## src/sv/clts_pkg.sv

```systemverilog
// ----------------------------------------------------------------------------
// clts_pkg
// Shared constants, codes and controller/datapath command and status types
// for the complex LU triangular solver.
// ----------------------------------------------------------------------------
package clts_pkg;

    localparam int MAX_ORDER = 16;
    localparam int MAX_RHS   = 16;
    localparam int FRAC_BITS = 16;

    localparam int ORDER_W  = $clog2(MAX_ORDER);
    localparam int RHS_W    = $clog2(MAX_RHS);
    localparam int CNT_W    = ORDER_W + 1;
    localparam int FAC_AW   = 2 * ORDER_W;
    localparam int RHS_AW   = ORDER_W + RHS_W;
    localparam int DATA_W   = 32;
    localparam int WORD_W   = 2 * DATA_W;
    localparam int CFG_W    = 5;
    localparam int CFG_IDX_W = 1;
    localparam int ACTION_W = 3;
    localparam int POS_W    = 4;
    localparam int KIND_W   = 2;
    localparam int STATUS_W = 2;

    typedef enum logic [ACTION_W-1:0] {
        ACT_LOAD_LU  = 3'd0,
        ACT_LOAD_PIV = 3'd1,
        ACT_LOAD_RHS = 3'd2,
        ACT_SOLVE    = 3'd3,
        ACT_READ     = 3'd4
    } action_t;

    typedef enum logic [KIND_W-1:0] {
        KIND_PLAIN = 2'd0,
        KIND_CONJ  = 2'd1,
        KIND_TRANS = 2'd2
    } kind_t;

    typedef enum logic [STATUS_W-1:0] {
        ST_OK    = 2'd0,
        ST_UNSUP = 2'd1,
        ST_ZERO  = 2'd2
    } status_t;

    typedef enum logic [CFG_IDX_W-1:0] {
        REG_MATRIX_SIZE = 1'd0,
        REG_RHS_COLUMNS = 1'd1
    } reg_idx_t;

    typedef enum logic [2:0] {
        WSEL_LOAD,
        WSEL_RDATA,
        WSEL_A,
        WSEL_X,
        WSEL_QUO
    } wsel_t;

    typedef enum logic [1:0] {
        MUL_NONE,
        MUL_MAC,
        MUL_XD,
        MUL_DD
    } mul_op_t;

    typedef struct packed {
        logic               fac_wr;
        logic               fac_rd;
        logic [FAC_AW-1:0]  fac_addr;
        logic               rhs_wr;
        logic               rhs_rd;
        logic [RHS_AW-1:0]  rhs_addr;
        wsel_t              rhs_wsel;
        logic               piv_wr;
        logic [ORDER_W-1:0] piv_idx;
        logic               cap_a;
        logic               cap_d;
        logic               conj;
        mul_op_t            mul_op;
        logic               acc_clr;
        logic               acc_add;
        logic               herm;
        logic               red;
        logic               div_init;
        logic               div_step;
        logic               res_cap;
        logic               res_clr;
        logic               out_load;
    } clts_cmd_t;

    typedef struct packed {
        logic [POS_W-1:0] piv_offset;
        logic             den_zero;
    } clts_sts_t;

endpackage

```

## src/sv/clts_req_if.sv

```systemverilog
// ----------------------------------------------------------------------------
// clts_req_if
// Request channel: one word per load, solve or read item.
// ----------------------------------------------------------------------------
interface clts_req_if;
    import clts_pkg::*;

    logic                     valid;
    logic                     ready;
    logic [ACTION_W-1:0]      action;
    logic [POS_W-1:0]         row;
    logic [POS_W-1:0]         col;
    logic signed [DATA_W-1:0] value_re;
    logic signed [DATA_W-1:0] value_im;
    logic [POS_W-1:0]         pivot_offset;
    logic [KIND_W-1:0]        solve_kind;

    modport source (output valid, action, row, col, value_re, value_im, pivot_offset,
                    solve_kind, input ready);
    modport sink (input valid, action, row, col, value_re, value_im, pivot_offset,
                  solve_kind, output ready);
endinterface

```

## src/sv/clts_cfg_if.sv

```systemverilog
// ----------------------------------------------------------------------------
// clts_cfg_if
// Configuration write channel: register index and write data.
// ----------------------------------------------------------------------------
interface clts_cfg_if;
    import clts_pkg::*;

    logic                 valid;
    logic                 ready;
    logic [CFG_IDX_W-1:0] index;
    logic [CFG_W-1:0]     data;

    modport source (output valid, index, data, input ready);
    modport sink (input valid, index, data, output ready);
endinterface

```

## src/sv/clts_controller.sv

```systemverilog
// ----------------------------------------------------------------------------
// clts_controller
// Sequencer for loads, reads, row swaps, forward and backward substitution
// and division; holds configuration and the response handshake.
// ----------------------------------------------------------------------------
module clts_controller (
    input  logic                          clk,
    input  logic                          rst_n,
    clts_req_if.sink                      req,
    clts_cfg_if.sink                      cfg,
    input  logic                          out_ready,
    output logic                          out_valid,
    output logic [clts_pkg::STATUS_W-1:0] out_status,
    output clts_pkg::clts_cmd_t           cmd,
    input  clts_pkg::clts_sts_t           sts
);
    import clts_pkg::*;

    localparam int DIV_STEPS = DATA_W - 1;
    localparam int K_W       = $clog2(DIV_STEPS);

    typedef enum logic [4:0] {
        S_IDLE, S_RD_WAIT, S_SW_CHK, S_SW_RDA, S_SW_RDB, S_SW_WA, S_SW_WB, S_SW_ADV,
        S_FWD_START, S_BACK_START, S_HB_START, S_HS_START,
        S_RED_START, S_RED_CHK, S_RED_MUL, S_RED_ACC, S_RED_XRD, S_RED_SUB, S_RED_WR,
        S_DIV_RD, S_DIV_D, S_DIV_M1, S_DIV_M2, S_DIV_INIT, S_DIV_STEP, S_DIV_WR,
        S_NEXT, S_DONE, S_OUT
    } state_t;

    typedef enum logic [2:0] {
        PH_SWAP_P, PH_SWAP_H, PH_FWD, PH_BACK, PH_HDIV, PH_HBACK
    } phase_t;

    state_t             state_reg, state_next;
    phase_t             phase_reg, phase_next;
    logic [ORDER_W-1:0] i_reg, i_next, m_reg, m_next;
    logic [CNT_W-1:0]   j_reg, j_next;
    logic [RHS_W-1:0]   c_reg, c_next;
    logic [K_W-1:0]     k_reg, k_next;
    logic               zero_reg, zero_next;
    status_t            pend_reg, pend_next;
    logic               out_valid_reg, out_valid_next;
    logic [STATUS_W-1:0] out_status_reg, out_status_next;
    logic [CFG_W-1:0]   size_reg, size_next, cols_reg, cols_next;

    logic [CNT_W-1:0]   n_eff, cols_eff, lo, hi, i_w, m_w, t_w;
    logic               herm, do_div, c_last;

    assign n_eff    = (size_reg == '0) ? CNT_W'(1) :
                      (size_reg > CFG_W'(MAX_ORDER)) ? CNT_W'(MAX_ORDER) : CNT_W'(size_reg);
    assign cols_eff = (cols_reg == '0) ? CNT_W'(1) :
                      (cols_reg > CFG_W'(MAX_RHS)) ? CNT_W'(MAX_RHS) : CNT_W'(cols_reg);
    assign i_w      = CNT_W'(i_reg);
    assign m_w      = CNT_W'(m_reg);
    assign t_w      = m_w + CNT_W'(sts.piv_offset);
    assign herm     = (phase_reg == PH_HDIV) || (phase_reg == PH_HBACK);
    assign do_div   = (phase_reg == PH_BACK) || (phase_reg == PH_HDIV);
    assign lo       = (phase_reg == PH_BACK || phase_reg == PH_HBACK) ? i_w + 1'b1 : '0;
    assign hi       = (phase_reg == PH_BACK || phase_reg == PH_HBACK) ? n_eff : i_w;
    assign c_last   = (CNT_W'(c_reg) + 1'b1) >= cols_eff;

    assign cfg.ready  = 1'b1;
    assign out_valid  = out_valid_reg;
    assign out_status = out_status_reg;

    always_comb
    begin
        state_next      = state_reg;
        phase_next      = phase_reg;
        i_next          = i_reg;
        m_next          = m_reg;
        j_next          = j_reg;
        c_next          = c_reg;
        k_next          = k_reg;
        zero_next       = zero_reg;
        pend_next       = pend_reg;
        out_valid_next  = out_valid_reg;
        out_status_next = out_status_reg;
        size_next       = size_reg;
        cols_next       = cols_reg;
        req.ready       = 1'b0;
        cmd             = '0;
        cmd.piv_idx     = m_reg;
        cmd.herm        = herm;

        if (out_valid_reg && out_ready)
        begin
            out_valid_next = 1'b0;
        end

        if (cfg.valid)
        begin
            case (cfg.index)
                REG_MATRIX_SIZE: size_next = cfg.data;
                REG_RHS_COLUMNS: cols_next = cfg.data;
                default:         size_next = size_reg;
            endcase
        end

        case (state_reg)
            S_IDLE:
            begin
                req.ready = 1'b1;
                if (req.valid)
                begin
                    case (req.action)
                        ACT_LOAD_LU:
                        begin
                            cmd.fac_wr   = 1'b1;
                            cmd.fac_addr = {req.row, req.col};
                        end
                        ACT_LOAD_PIV:
                        begin
                            cmd.piv_wr  = 1'b1;
                            cmd.piv_idx = req.row;
                        end
                        ACT_LOAD_RHS:
                        begin
                            cmd.rhs_wr   = 1'b1;
                            cmd.rhs_wsel = WSEL_LOAD;
                            cmd.rhs_addr = {req.row, req.col};
                        end
                        ACT_READ:
                        begin
                            cmd.rhs_rd   = 1'b1;
                            cmd.rhs_addr = {req.row, req.col};
                            state_next   = S_RD_WAIT;
                        end
                        ACT_SOLVE:
                        begin
                            zero_next = 1'b0;
                            c_next    = '0;
                            case (req.solve_kind)
                                KIND_PLAIN:
                                begin
                                    phase_next = PH_SWAP_P;
                                    m_next     = '0;
                                    state_next = (n_eff >= CNT_W'(2)) ? S_SW_CHK : S_FWD_START;
                                end
                                KIND_CONJ:
                                begin
                                    phase_next = PH_HDIV;
                                    i_next     = '0;
                                    state_next = S_RED_START;
                                end
                                default:
                                begin
                                    pend_next  = ST_UNSUP;
                                    cmd.res_clr = 1'b1;
                                    state_next = S_OUT;
                                end
                            endcase
                        end
                        default:
                        begin
                            state_next = S_IDLE;
                        end
                    endcase
                end
            end
            S_RD_WAIT:
            begin
                cmd.res_cap = 1'b1;
                pend_next   = ST_OK;
                state_next  = S_OUT;
            end
            S_SW_CHK:
            begin
                c_next = '0;
                if (sts.piv_offset != '0 && t_w < n_eff)
                begin
                    state_next = S_SW_RDA;
                end
                else
                begin
                    state_next = S_SW_ADV;
                end
            end
            S_SW_RDA:
            begin
                cmd.rhs_rd   = 1'b1;
                cmd.rhs_addr = {m_reg, c_reg};
                state_next   = S_SW_RDB;
            end
            S_SW_RDB:
            begin
                cmd.rhs_rd   = 1'b1;
                cmd.rhs_addr = {t_w[ORDER_W-1:0], c_reg};
                cmd.cap_a    = 1'b1;
                state_next   = S_SW_WA;
            end
            S_SW_WA:
            begin
                cmd.rhs_wr   = 1'b1;
                cmd.rhs_wsel = WSEL_RDATA;
                cmd.rhs_addr = {m_reg, c_reg};
                state_next   = S_SW_WB;
            end
            S_SW_WB:
            begin
                cmd.rhs_wr   = 1'b1;
                cmd.rhs_wsel = WSEL_A;
                cmd.rhs_addr = {t_w[ORDER_W-1:0], c_reg};
                if (c_last)
                begin
                    state_next = S_SW_ADV;
                end
                else
                begin
                    c_next     = c_reg + 1'b1;
                    state_next = S_SW_RDA;
                end
            end
            S_SW_ADV:
            begin
                if (phase_reg == PH_SWAP_P)
                begin
                    if (m_w + CNT_W'(2) >= n_eff)
                    begin
                        state_next = S_FWD_START;
                    end
                    else
                    begin
                        m_next     = m_reg + 1'b1;
                        state_next = S_SW_CHK;
                    end
                end
                else if (m_reg == '0)
                begin
                    state_next = S_DONE;
                end
                else
                begin
                    m_next     = m_reg - 1'b1;
                    state_next = S_SW_CHK;
                end
            end
            S_FWD_START:
            begin
                c_next = '0;
                if (n_eff >= CNT_W'(2))
                begin
                    phase_next = PH_FWD;
                    i_next     = ORDER_W'(1);
                    state_next = S_RED_START;
                end
                else
                begin
                    state_next = S_BACK_START;
                end
            end
            S_BACK_START:
            begin
                c_next     = '0;
                phase_next = PH_BACK;
                i_next     = ORDER_W'(n_eff - 1'b1);
                state_next = S_RED_START;
            end
            S_HB_START:
            begin
                c_next = '0;
                if (n_eff >= CNT_W'(2))
                begin
                    phase_next = PH_HBACK;
                    i_next     = ORDER_W'(n_eff - CNT_W'(2));
                    state_next = S_RED_START;
                end
                else
                begin
                    state_next = S_HS_START;
                end
            end
            S_HS_START:
            begin
                if (n_eff >= CNT_W'(2))
                begin
                    phase_next = PH_SWAP_H;
                    m_next     = ORDER_W'(n_eff - CNT_W'(2));
                    state_next = S_SW_CHK;
                end
                else
                begin
                    state_next = S_DONE;
                end
            end
            S_RED_START:
            begin
                cmd.acc_clr = 1'b1;
                j_next      = lo;
                state_next  = S_RED_CHK;
            end
            S_RED_CHK:
            begin
                if (j_reg < hi)
                begin
                    cmd.fac_rd   = 1'b1;
                    cmd.fac_addr = herm ? {j_reg[ORDER_W-1:0], i_reg}
                                        : {i_reg, j_reg[ORDER_W-1:0]};
                    cmd.rhs_rd   = 1'b1;
                    cmd.rhs_addr = {j_reg[ORDER_W-1:0], c_reg};
                    state_next   = S_RED_MUL;
                end
                else
                begin
                    state_next = S_RED_XRD;
                end
            end
            S_RED_MUL:
            begin
                cmd.mul_op = MUL_MAC;
                state_next = S_RED_ACC;
            end
            S_RED_ACC:
            begin
                cmd.acc_add = 1'b1;
                j_next      = j_reg + 1'b1;
                state_next  = S_RED_CHK;
            end
            S_RED_XRD:
            begin
                cmd.rhs_rd   = 1'b1;
                cmd.rhs_addr = {i_reg, c_reg};
                state_next   = S_RED_SUB;
            end
            S_RED_SUB:
            begin
                cmd.red    = 1'b1;
                state_next = S_RED_WR;
            end
            S_RED_WR:
            begin
                cmd.rhs_wr   = 1'b1;
                cmd.rhs_wsel = WSEL_X;
                cmd.rhs_addr = {i_reg, c_reg};
                state_next   = do_div ? S_DIV_RD : S_NEXT;
            end
            S_DIV_RD:
            begin
                cmd.fac_rd   = 1'b1;
                cmd.fac_addr = {i_reg, i_reg};
                state_next   = S_DIV_D;
            end
            S_DIV_D:
            begin
                cmd.cap_d  = 1'b1;
                cmd.conj   = herm;
                state_next = S_DIV_M1;
            end
            S_DIV_M1:
            begin
                cmd.mul_op = MUL_XD;
                state_next = S_DIV_M2;
            end
            S_DIV_M2:
            begin
                cmd.mul_op = MUL_DD;
                state_next = S_DIV_INIT;
            end
            S_DIV_INIT:
            begin
                cmd.div_init = 1'b1;
                k_next       = '0;
                state_next   = S_DIV_STEP;
            end
            S_DIV_STEP:
            begin
                cmd.div_step = 1'b1;
                k_next       = k_reg + 1'b1;
                if (k_reg == K_W'(DIV_STEPS - 1))
                begin
                    state_next = S_DIV_WR;
                end
            end
            S_DIV_WR:
            begin
                cmd.rhs_wr   = 1'b1;
                cmd.rhs_wsel = WSEL_QUO;
                cmd.rhs_addr = {i_reg, c_reg};
                if (sts.den_zero)
                begin
                    zero_next = 1'b1;
                end
                state_next = S_NEXT;
            end
            S_NEXT:
            begin
                if (!c_last)
                begin
                    c_next     = c_reg + 1'b1;
                    state_next = S_RED_START;
                end
                else
                begin
                    c_next = '0;
                    case (phase_reg)
                        PH_FWD, PH_HDIV:
                        begin
                            if (i_w + 1'b1 < n_eff)
                            begin
                                i_next     = i_reg + 1'b1;
                                state_next = S_RED_START;
                            end
                            else
                            begin
                                state_next = (phase_reg == PH_FWD) ? S_BACK_START : S_HB_START;
                            end
                        end
                        default:
                        begin
                            if (i_reg != '0)
                            begin
                                i_next     = i_reg - 1'b1;
                                state_next = S_RED_START;
                            end
                            else
                            begin
                                state_next = (phase_reg == PH_BACK) ? S_DONE : S_HS_START;
                            end
                        end
                    endcase
                end
            end
            S_DONE:
            begin
                pend_next   = zero_reg ? ST_ZERO : ST_OK;
                cmd.res_clr = 1'b1;
                state_next  = S_OUT;
            end
            S_OUT:
            begin
                if (!out_valid_reg || out_ready)
                begin
                    cmd.out_load    = 1'b1;
                    out_valid_next  = 1'b1;
                    out_status_next = pend_reg;
                    state_next      = S_IDLE;
                end
            end
            default:
            begin
                state_next = S_IDLE;
            end
        endcase
    end

    always_ff @(posedge clk or negedge rst_n)
    begin
        if (!rst_n)
        begin
            state_reg      <= S_IDLE;
            phase_reg      <= PH_SWAP_P;
            i_reg          <= '0;
            m_reg          <= '0;
            j_reg          <= '0;
            c_reg          <= '0;
            k_reg          <= '0;
            zero_reg       <= 1'b0;
            pend_reg       <= ST_OK;
            out_valid_reg  <= 1'b0;
            out_status_reg <= '0;
            size_reg       <= CFG_W'(MAX_ORDER);
            cols_reg       <= CFG_W'(1);
        end
        else
        begin
            state_reg      <= state_next;
            phase_reg      <= phase_next;
            i_reg          <= i_next;
            m_reg          <= m_next;
            j_reg          <= j_next;
            c_reg          <= c_next;
            k_reg          <= k_next;
            zero_reg       <= zero_next;
            pend_reg       <= pend_next;
            out_valid_reg  <= out_valid_next;
            out_status_reg <= out_status_next;
            size_reg       <= size_next;
            cols_reg       <= cols_next;
        end
    end

endmodule

```

## src/flat_wrapper.sv

```systemverilog
// flat-port wrapper written by rule: the top's interface ports become plain ports
module clts_controller_flat import clts_pkg::*;
  (clk, rst_n, out_ready, out_valid, out_status, cmd, sts, req_valid, req_action, req_row, req_col, req_value_re, req_value_im, req_pivot_offset, req_solve_kind, req_ready, cfg_valid, cfg_index, cfg_data, cfg_ready);
  clts_req_if req_i ();
  clts_cfg_if cfg_i ();
  input  logic clk;
  input  logic rst_n;
  input  logic out_ready;
  output logic out_valid;
  output logic [clts_pkg::STATUS_W-1:0] out_status;
  output clts_pkg::clts_cmd_t cmd;
  input  clts_pkg::clts_sts_t sts;
  input wire logic [$bits(req_i.valid)-1:0] req_valid;
  input wire logic [$bits(req_i.action)-1:0] req_action;
  input wire logic [$bits(req_i.row)-1:0] req_row;
  input wire logic [$bits(req_i.col)-1:0] req_col;
  input wire logic [$bits(req_i.value_re)-1:0] req_value_re;
  input wire logic [$bits(req_i.value_im)-1:0] req_value_im;
  input wire logic [$bits(req_i.pivot_offset)-1:0] req_pivot_offset;
  input wire logic [$bits(req_i.solve_kind)-1:0] req_solve_kind;
  output wire logic [$bits(req_i.ready)-1:0] req_ready;
  input wire logic [$bits(cfg_i.valid)-1:0] cfg_valid;
  input wire logic [$bits(cfg_i.index)-1:0] cfg_index;
  input wire logic [$bits(cfg_i.data)-1:0] cfg_data;
  output wire logic [$bits(cfg_i.ready)-1:0] cfg_ready;
  assign req_i.valid = req_valid;
  assign req_i.action = req_action;
  assign req_i.row = req_row;
  assign req_i.col = req_col;
  assign req_i.value_re = req_value_re;
  assign req_i.value_im = req_value_im;
  assign req_i.pivot_offset = req_pivot_offset;
  assign req_i.solve_kind = req_solve_kind;
  assign req_ready = req_i.ready;
  assign cfg_i.valid = cfg_valid;
  assign cfg_i.index = cfg_index;
  assign cfg_i.data = cfg_data;
  assign cfg_ready = cfg_i.ready;
  clts_controller u_core (.clk(clk), .rst_n(rst_n), .req(req_i), .cfg(cfg_i), .out_ready(out_ready), .out_valid(out_valid), .out_status(out_status), .cmd(cmd), .sts(sts));
endmodule
```

## config.mk

```make
export PLATFORM = sky130hd
export DESIGN_NAME = clts_controller_flat
export DESIGN_NICKNAME = d
export VERILOG_FILES = /design/src/sv/clts_pkg.sv /design/src/sv/clts_req_if.sv /design/src/sv/clts_cfg_if.sv /design/src/sv/clts_controller.sv /design/src/flat_wrapper.sv
export SDC_FILE = /design/constraint.sdc
export NUM_CORES = 1
export LEC_CHECK = 0
export BUFFER_PORTS_ARGS = -buffer_cell sky130_fd_sc_hd__buf_4
export CORE_MARGIN = 5
export CORE_UTILIZATION = 57
export CTS_BUF_LIST = sky130_fd_sc_hd__clkbuf_16
export CTS_CLUSTER_SIZE = 16
export DETAILED_ROUTE_END_ITERATION = 10
export PLACE_DENSITY = 0.87
export SLEW_MARGIN = 20
export SYNTH_ARGS = -nofsm -noshare
export SYNTH_HDL_FRONTEND = slang
export SYNTH_SLANG_ARGS = --single-unit
```

## constraint.sdc

```tcl
create_clock -name clk -period 7.45 [get_ports clk]
set_input_delay 0.745 -clock clk [delete_from_list [all_inputs] [get_ports clk]]
set_output_delay 0.745 -clock clk [all_outputs]
set_load 0.01 [all_outputs]
```

### Word-level counts from Yosys, hierarchy flattened

Index checks and enable logic that the tools add are counted.

* bits in registers: 46
* input port bits: 97
* output and inout bits: 47
* word-level logic and storage cells: 245

* $add $sub $neg: 13
* $lt $le $gt $ge: 8
* equal/unequal tests: 57
* multiplexer cells: 107
* bitwise logic cells: 1
* reduce and logical (&&, ||, !) cells: 46

Operator list (number)
* $pmux W5 S27: 1
* $mux W5: 20
* $mux W4: 22
* $eq A5 B5 Y1 const B: 14
* $eq A5 B4 Y1 const B: 8
* $pmux W8 S5: 1
* $pmux W3 S5: 2
* $pmux W5 S2: 3
* $mux W3: 9
* $mux W26: 1
* $mux W1: 24
* $mux W8: 3
* $pmux W8 S3: 1
* $eq A5 B3 Y1 const B: 4
* $pmux W4 S5: 1
* $mux W9: 2
* $ne A2 B2 Y1 const B: 8
* $pmux W4 S4: 1
* $reduce_and A4 Y1: 4
* $logic_not A5 Y1: 3
* $lt A5 B5 Y1: 3
* $pmux W5 S3: 1
* $reduce_and A7 Y1: 2
* $reduce_or A2 Y1: 7
* other kinds (41): 87

### Depth between registers and ports, before layout

Gate-level depths: netlist of the first run.

* word-level depth: 9
* gate-level depth with buffers: 13
* depth with buffers taken out: 11

### Least setup slack after synthesis of the first run

No wires, ideal clock.

* path type: register to output
* from: register u_core.phase_reg[2]
* to: output port cmd[22] in the netlist's numbering
* arrival time: 2.710 ns
* required time: 6.705 ns
* slack: 3.995 ns
* stages on the path, launching flop included: 14
* path buffers: 2
* cell sequence: dfrtp_1 > clkbuf_2 > xor2_1 > nand2_1 > nor2_1 > a21oi_1 > ha_1 > nand4_1 > a221oi_1 > a21oi_1 > and2_1 > clkbuf_1 > or3_1 > a22o_1

RTL lines
* start: declaration: RTL line clts_controller.sv:35 `phase_t phase_reg, phase_next;`
* start signal: assignment: RTL line clts_controller.sv:467 `phase_reg <= phase_next;`
* end: declaration: RTL line flat_wrapper.sv:11 `output clts_pkg::clts_cmd_t cmd;`

==> results.cfg, run 1 <==
[place]
port_buffers = 74
post-place-cells = 750
hpwl_um = 12700
gp_congestion = 1.03
dpl_worst_slack_ns = 3.55
placed_cell_area_sq_mm = 0.00527

[critical_path]
critPathSlowestCell = dfrtp_1
cp_common_cell = a21oi_1
cp_num_buf_inv = 1
critPathLaunchType = flop
cp.depth = 12
cp_max_fo = 9
critical_path.max_stage_delay_ns = 0.48
endpoint_kind = primary output
worstPathArrival_ns = 3.53
required_ns = 6.70
crit_family = simple AND/OR/NAND/NOR gates
crit_chain = xor2_1, nand2_1, nor2_1, a21oi_1, ha_1, nand4_1, a221oi_1, a21oi_1, and2_1, or3_1, a22o_1, buf_4
path_class = flop to primary output
r2r_cells = 9

[grt]
antenna_found_initial = 1
grt_overflow = 0
grt_pass1_vias = 4926
grt_max_degree = 47
grt_pass1_wl_um = 25300
grtUsageTotal_pct = 31.6

[hold_path]
hp-class = primary input to async pin

[cells_and_area]
stdcell_area_sq_mm = 0.00543
nets = 789
syn_to_final_growth_pct = 15.6
finalCoreUtilization_pct = 66.8
n_antenna_cell = 0
finalNonFillerCells = 758
final_layout_size_suffix_gt1_share_pct = 18.2

[routing]
num_vias = 5078
ant_nets = 0
drtPass1Iterations = 6
drtIter0Drc = 425
drcViolationCount = 0
routed_via_density = 6.70
wl_per_cell_um = 21.4
drt_wl_total_um = 16300

[timing]
slew_headroom_pct = 27.5
worst_slack_ns = 3.17
hold_viol_final = 0
skew_ns = 0.00535
period_needed_ns = 4.28
finalSetupViolations = 0
timing.fmax_mhz = 234
tns_ns = 0
rsz0062_at_grt = no
fin_crit_sh_pct = 57.4
worst_pin_slew_ns = 1.08
slew_viol_final = 0

[yosys]
synth_nets = 734
syn_avg_cell_area_sq_um = 7.87
synth_edf_count = 0
synth.distinct_cells = 71
yosys.area.top_type = dfrtp_1
synth-async-reset-ratio_pct = 100
yosys_register_bits = 46
syn_inst = 597
yosysWarnings = 0
ys_seq_area_share_pct = 24.5
synth_top_area_share_pct = 23.4
synth_flop_cell = dfrtp_1
synth_area_leaders = dfrtp_1 (23%), ha_1 (9.9%), nand2_1 (5.8%), mux2_2 (4.3%), nor2_1 (4.3%)
syn_area_sq_mm = 0.00470

[cts]
clock_sinks = 46
cts_resized = 0
h-tree-depth = 2
cts.clk_slew.worst_paths_ns = 0.07
root_buffer = clkbuf_16
tritoncts = yes
post_cts_buffers = 0
cts.path.max_buffers = 2
numCtsBuffers = 5
cts_hold_buf = 0
insertion_delay_ns = 0.29

[flow_run]
drv_cap = 0

[run_status]
status = finished clean

[pwr]
p_leak_nw = 2.45
ir_worst_vdd_mv = 0.172
power.density_mw_per_mm2 = 378

[floorplanning]
coreArea_sq_mm = 0.00813
die_h_um = 101
fp.dieW_um = 101
start_util_pct = 57.8
rows = 33
die-area_sq_mm = 0.0102
pin_count = 144
[cell type report]
cell class / instances / area [sq um]
Inverter: 25 / 104
Clock buffer: 5 / 125
Clock inverter: 3 / 41.3
Timing Repair Buffer: 78 / 586
Sequential cell: 46 / 1150
Fill cell: 709 / 2700
Tap cell: 105 / 131
Multi-Input combinational cell: 496 / 3290
[report_power, final]
group | switching, mW | leakage, nW | internal (mW)
clock network | 0.103 | 0.0812 | 0.157
registers | 0.173 | 0.572 | 0.332
logic | 0.769 | 1.79 | 0.520
total | 1.05 | 2.45 | 1.01
[kinds of logic (layout without fill, tap and decap cells)]
family | Yosys count | in the layout | synth area share, %
and+or+nand+nor | 254 | 254 | 26.7
AOI/OAI and AO/OA | 160 | 160 | 23.1
buffers and inverters | 55 | 111 | 5.51
DFF | 46 | 46 | 24.5
adders and majority gates | 41 | 41 | 11.3
xor gates and xnor gates | 20 | 20 | 4.02
muxes | 20 | 20 | 4.77
other | 1 | 1 | 0.0798
[synthesized netlist by cell type (5+ instances only)]
cell type and count:
nand2_1 72, nor2_1 54, dfrtp_1 44, a21oi_1 38, ha_1 37, o21ai_0 33
nor3_1 29, inv_1 22, nand3_1 22, nor2b_1 20, mux2_2 18, clkbuf_1 14
xnor2_1 13, nand2b_1 11, a221o_1 10, a22o_1 9, and3_1 9, a31oi_1 8
o22ai_1 8, or3_1 7, nor4_1 6, o211ai_1 6, xor2_1 6, a211oi_1 5
a21o_1 5, buf_1 5
[cell usage in the layout (no fill, tap or decap), types with 4 or more instances in the layout]
master / n
xor2_1: 6
inv_1: 23
and3_1: 9
nand4_1: 4
a21o_1: 5
ha_1: 37
nand2b_1: 11
buf_4: 78
a221oi_1: 4
dfrtp_1: 44
nor3_1: 29
nor2b_1: 20
nand3b_1: 4
nor2_1: 54
o22ai_1: 8
or3_1: 7
a22o_1: 9
a22oi_1: 4
xnor2_1: 13
nand2_1: 72
a21oi_1: 38
mux2_2: 18
o21ai_0: 33
a221o_1: 10
nand3_1: 22
a211oi_1: 5
a31oi_1: 8
o211ai_1: 6
nor4_1: 5
clkbuf_16: 5
[stage by stage]
step                      power (mW)  hold WS, ns
after global placement          1.71        0.458
final                           2.06        0.469
after global routing            2.20        0.508
after detailed placement        1.76        0.465
after CTS                       2.02        0.480
after floorplan                 1.36        0.441
[worst register-to-register path: cells and delay by family, from the launching register on]
family          cells  cell delay [ns]
buf+inv             1             0.18
simple gates        5             1.57
fa+ha+maj           1             0.30
mux                 1             0.33
flops               1             0.59
compound gates      1             0.27
[metal layers]
metal | global-route usage, % | routed length, um | vias to the layer above
met1 | 39.0 | 6320 | 2419
li1 | - | - | 2307
met2 | 53.5 | 7830 | 295
met5 | 0 | 24 | -
met3 | 6.44 | 1440 | 55
met4 | 13.3 | 641 | 2
[path summary, 6_finish.rpt]
| kind | startpoint | to | slack (ns) |
|---|---|---|---|
| worst max-delay path | u_core.phase_reg[2] | cmd[24] | 3.17 |
| worst min-delay path | rst_n | u_core.k_reg[3] | 0.47 |
| worst max register to register | u_core.size_reg[4] | u_core.m_reg[2] | 4.10 |
| worst min register to register | u_core.pend_reg[0] | u_core.pend_reg[0] | 0.48 |
| max in group asynchronous | rst_n | u_core.c_reg[0] | 6.54 |
| min in group clk | u_core.pend_reg[0] | u_core.pend_reg[0] | 0.48 |
(Power assumes the default switching activity.)
==> inputs of run 2 (changes only) <==
- CORE_UTILIZATION: 57 -> 48
- PLACE_DENSITY: 0.87 -> 0.78
- clock period: 7.45 -> 3.9 ns (I/O delays scaled with it)
==> run 2 against run 1 <==
Net effect:
- wire length is 0.34% higher
- die area is 17% higher
- non-clock buffer count is 7 higher
- critical path depth stayed put
- setup slack worse by 3.0 ns
- clock power is 92% higher
- sequential cell count stayed put
- count of clock-buffer cells in the layout stayed put
- cell area is 1.5% higher
- global-route usage is 4.0 points lower
- combinational power is 88% higher
- worst hold slack worse by 0.35 ns
==> results.cfg, run 2 (synthesis gave the netlist of run 1 again) <==
[pwr]
power.density_mw_per_mm2 = 710
p_leak_nw = 2.49
ir_worst_vdd_mv = 0.280
power_mw = 3.92

[timing]
fin_crit_sh_pct = 96.0
period_needed_ns = 3.74
skew_ns = 0.00902
finalSetupViolations = 0
slew_viol_final = 0
slew_headroom_pct = 31.4
hold_viol_final = 0
worst_pin_slew_ns = 1.02
timing.fmax_mhz = 267

[cells_and_area]
layout_common_cells = buf_4 (85), nand2_1 (71), nor2_1 (54)
multi_input_area_sq_mm = 0.00329
nets = 796
finalNonFillerCells = 793
fillers = 971
layout_commonest_cell = buf_4
finalCoreUtilization_pct = 57.2
final-seq-area_sq_mm = 0.00115
syn_to_final_growth_pct = 17.4
final_layout_size_suffix_gt1_share_pct = 19.1
n_antenna_cell = 0

[grt]
antenna_found_initial = 0
grt_max_degree = 47
grt_pass1_vias = 4874
grt_overflow = 0
grt_pass1_wl_um = 25800
grtUsageTotal_pct = 27.7

[critical_path]
startpoint = u_core.phase_reg[1]
r2r_cells = 10
critical_path.max_stage_delay_ns = 0.48
crit_chain = xor2_1, nand2_2, nor2_1, a21oi_1, ha_1, a21oi_1, o21ai_0, a21oi_1, nand2_1, o21ai_0, a221o_1, buf_4
cp_num_buf_inv = 1
crit_family = compound AO/OA/AOI/OAI gates
cp_max_fo = 9
r2r-end = u_core.m_reg[2]
cp_common_cell = a21oi_1
endpoint_kind = primary output
reg2reg_from = u_core.size_reg[4]
critPathSlowestCell = dfrtp_1
critPathLaunchType = flop
path_class = flop to primary output
required_ns = 3.51
rrSetupSlack_ns = 0.78
worstPathArrival_ns = 3.35

[floorplanning]
rows = 36
start_util_pct = 48.8
die_h_um = 109
die-area_sq_mm = 0.0119
coreArea_sq_mm = 0.00964
fp.dieW_um = 109
pin_count = 144

[routing]
wl_met2_um = 7690
wl_per_cell_um = 20.6
dr.max_layer_used = met4
met3_length_um = 1410
num_vias = 5025
drtPass1Iterations = 6
routed_via_density = 6.34
drcViolationCount = 0
drtIter0Drc = 493
wl_met1_um = 6690
drt_wl_total_um = 16300
ant_nets = 0

[cts]
insertion_delay_ns = 0.29
cts_resized = 0
cts.path.max_buffers = 2
tritoncts = yes
h-tree-depth = 2
clock_sinks = 46
root_buffer = clkbuf_16
cts.clk_slew.worst_paths_ns = 0.07
post_cts_buffers = 0
numCtsBuffers = 5
cts_hold_buf = 0

[flow_run]
drv_cap = 0

[place]
hpwl_um = 12700
post-place-cells = 785
port_buffers = 74
gp_congestion = 1.02

[run_status]
status = finished clean

[hold_path]
hp-class = primary input to async pin
==> run 2: changes by cell type in the layout (fill, tap and decap cells not counted), sizes merged <==
cell / before / now
buf: 78 / 85
==> run 2: power breakdown <==
part / leakage, nW / internal [mW] / switching, mW
clock: 0.0812 / 0.301 / 0.199
sequential: 0.572 / 0.633 / 0.367
combinational: 1.83 / 1.01 / 1.40
total: 2.49 / 1.94 / 1.97
==> run 2: worst max-delay path by stage <==
stage	slack, ns	depth (start not counted)	end
after floorplan	0.80	13	cmd[22]
after global placement	0.59	12	cmd[25]
after detailed placement	0.49	12	cmd[25]
after CTS	0.16	12	cmd[25]
after global routing	-0.02	12	cmd[25]
final	0.16	12	cmd[35]
==> run 2: metal layers <==
layer,global-route usage [%],vias to the layer above
met2,46.1,264
li1,-,2321
met4,8.21,0
met3,3.79,42
met1,37.3,2398
met5,0,-
==> run 2: final cells by class <==
type | count | share of cell area, %
Clock buffer | 5 | 2.27
Clock inverter | 3 | 0.748
Inverter | 25 | 1.88
Multi-Input combinational cell | 496 | 59.6
Sequential cell | 46 | 20.9
Tap cell | 133 | 3.02
Timing Repair Buffer | 85 | 11.6
==> run 2: stage by stage <==
step / TNS (ns) / hold slack, ns / setup WS [ns] / cell area (sq um)
after CTS: 0 / 0.141 / 0.160 / 5520
after floorplan: 0 / 0.0944 / 0.800 / 4700
after global routing: -0.0792 / 0.163 / -0.0202 / 5520
after global placement: 0 / 0.442 / 0.586 / 5350
after detailed placement: 0 / 0.450 / 0.491 / 5350
final: 0 / 0.117 / 0.157 / 5520
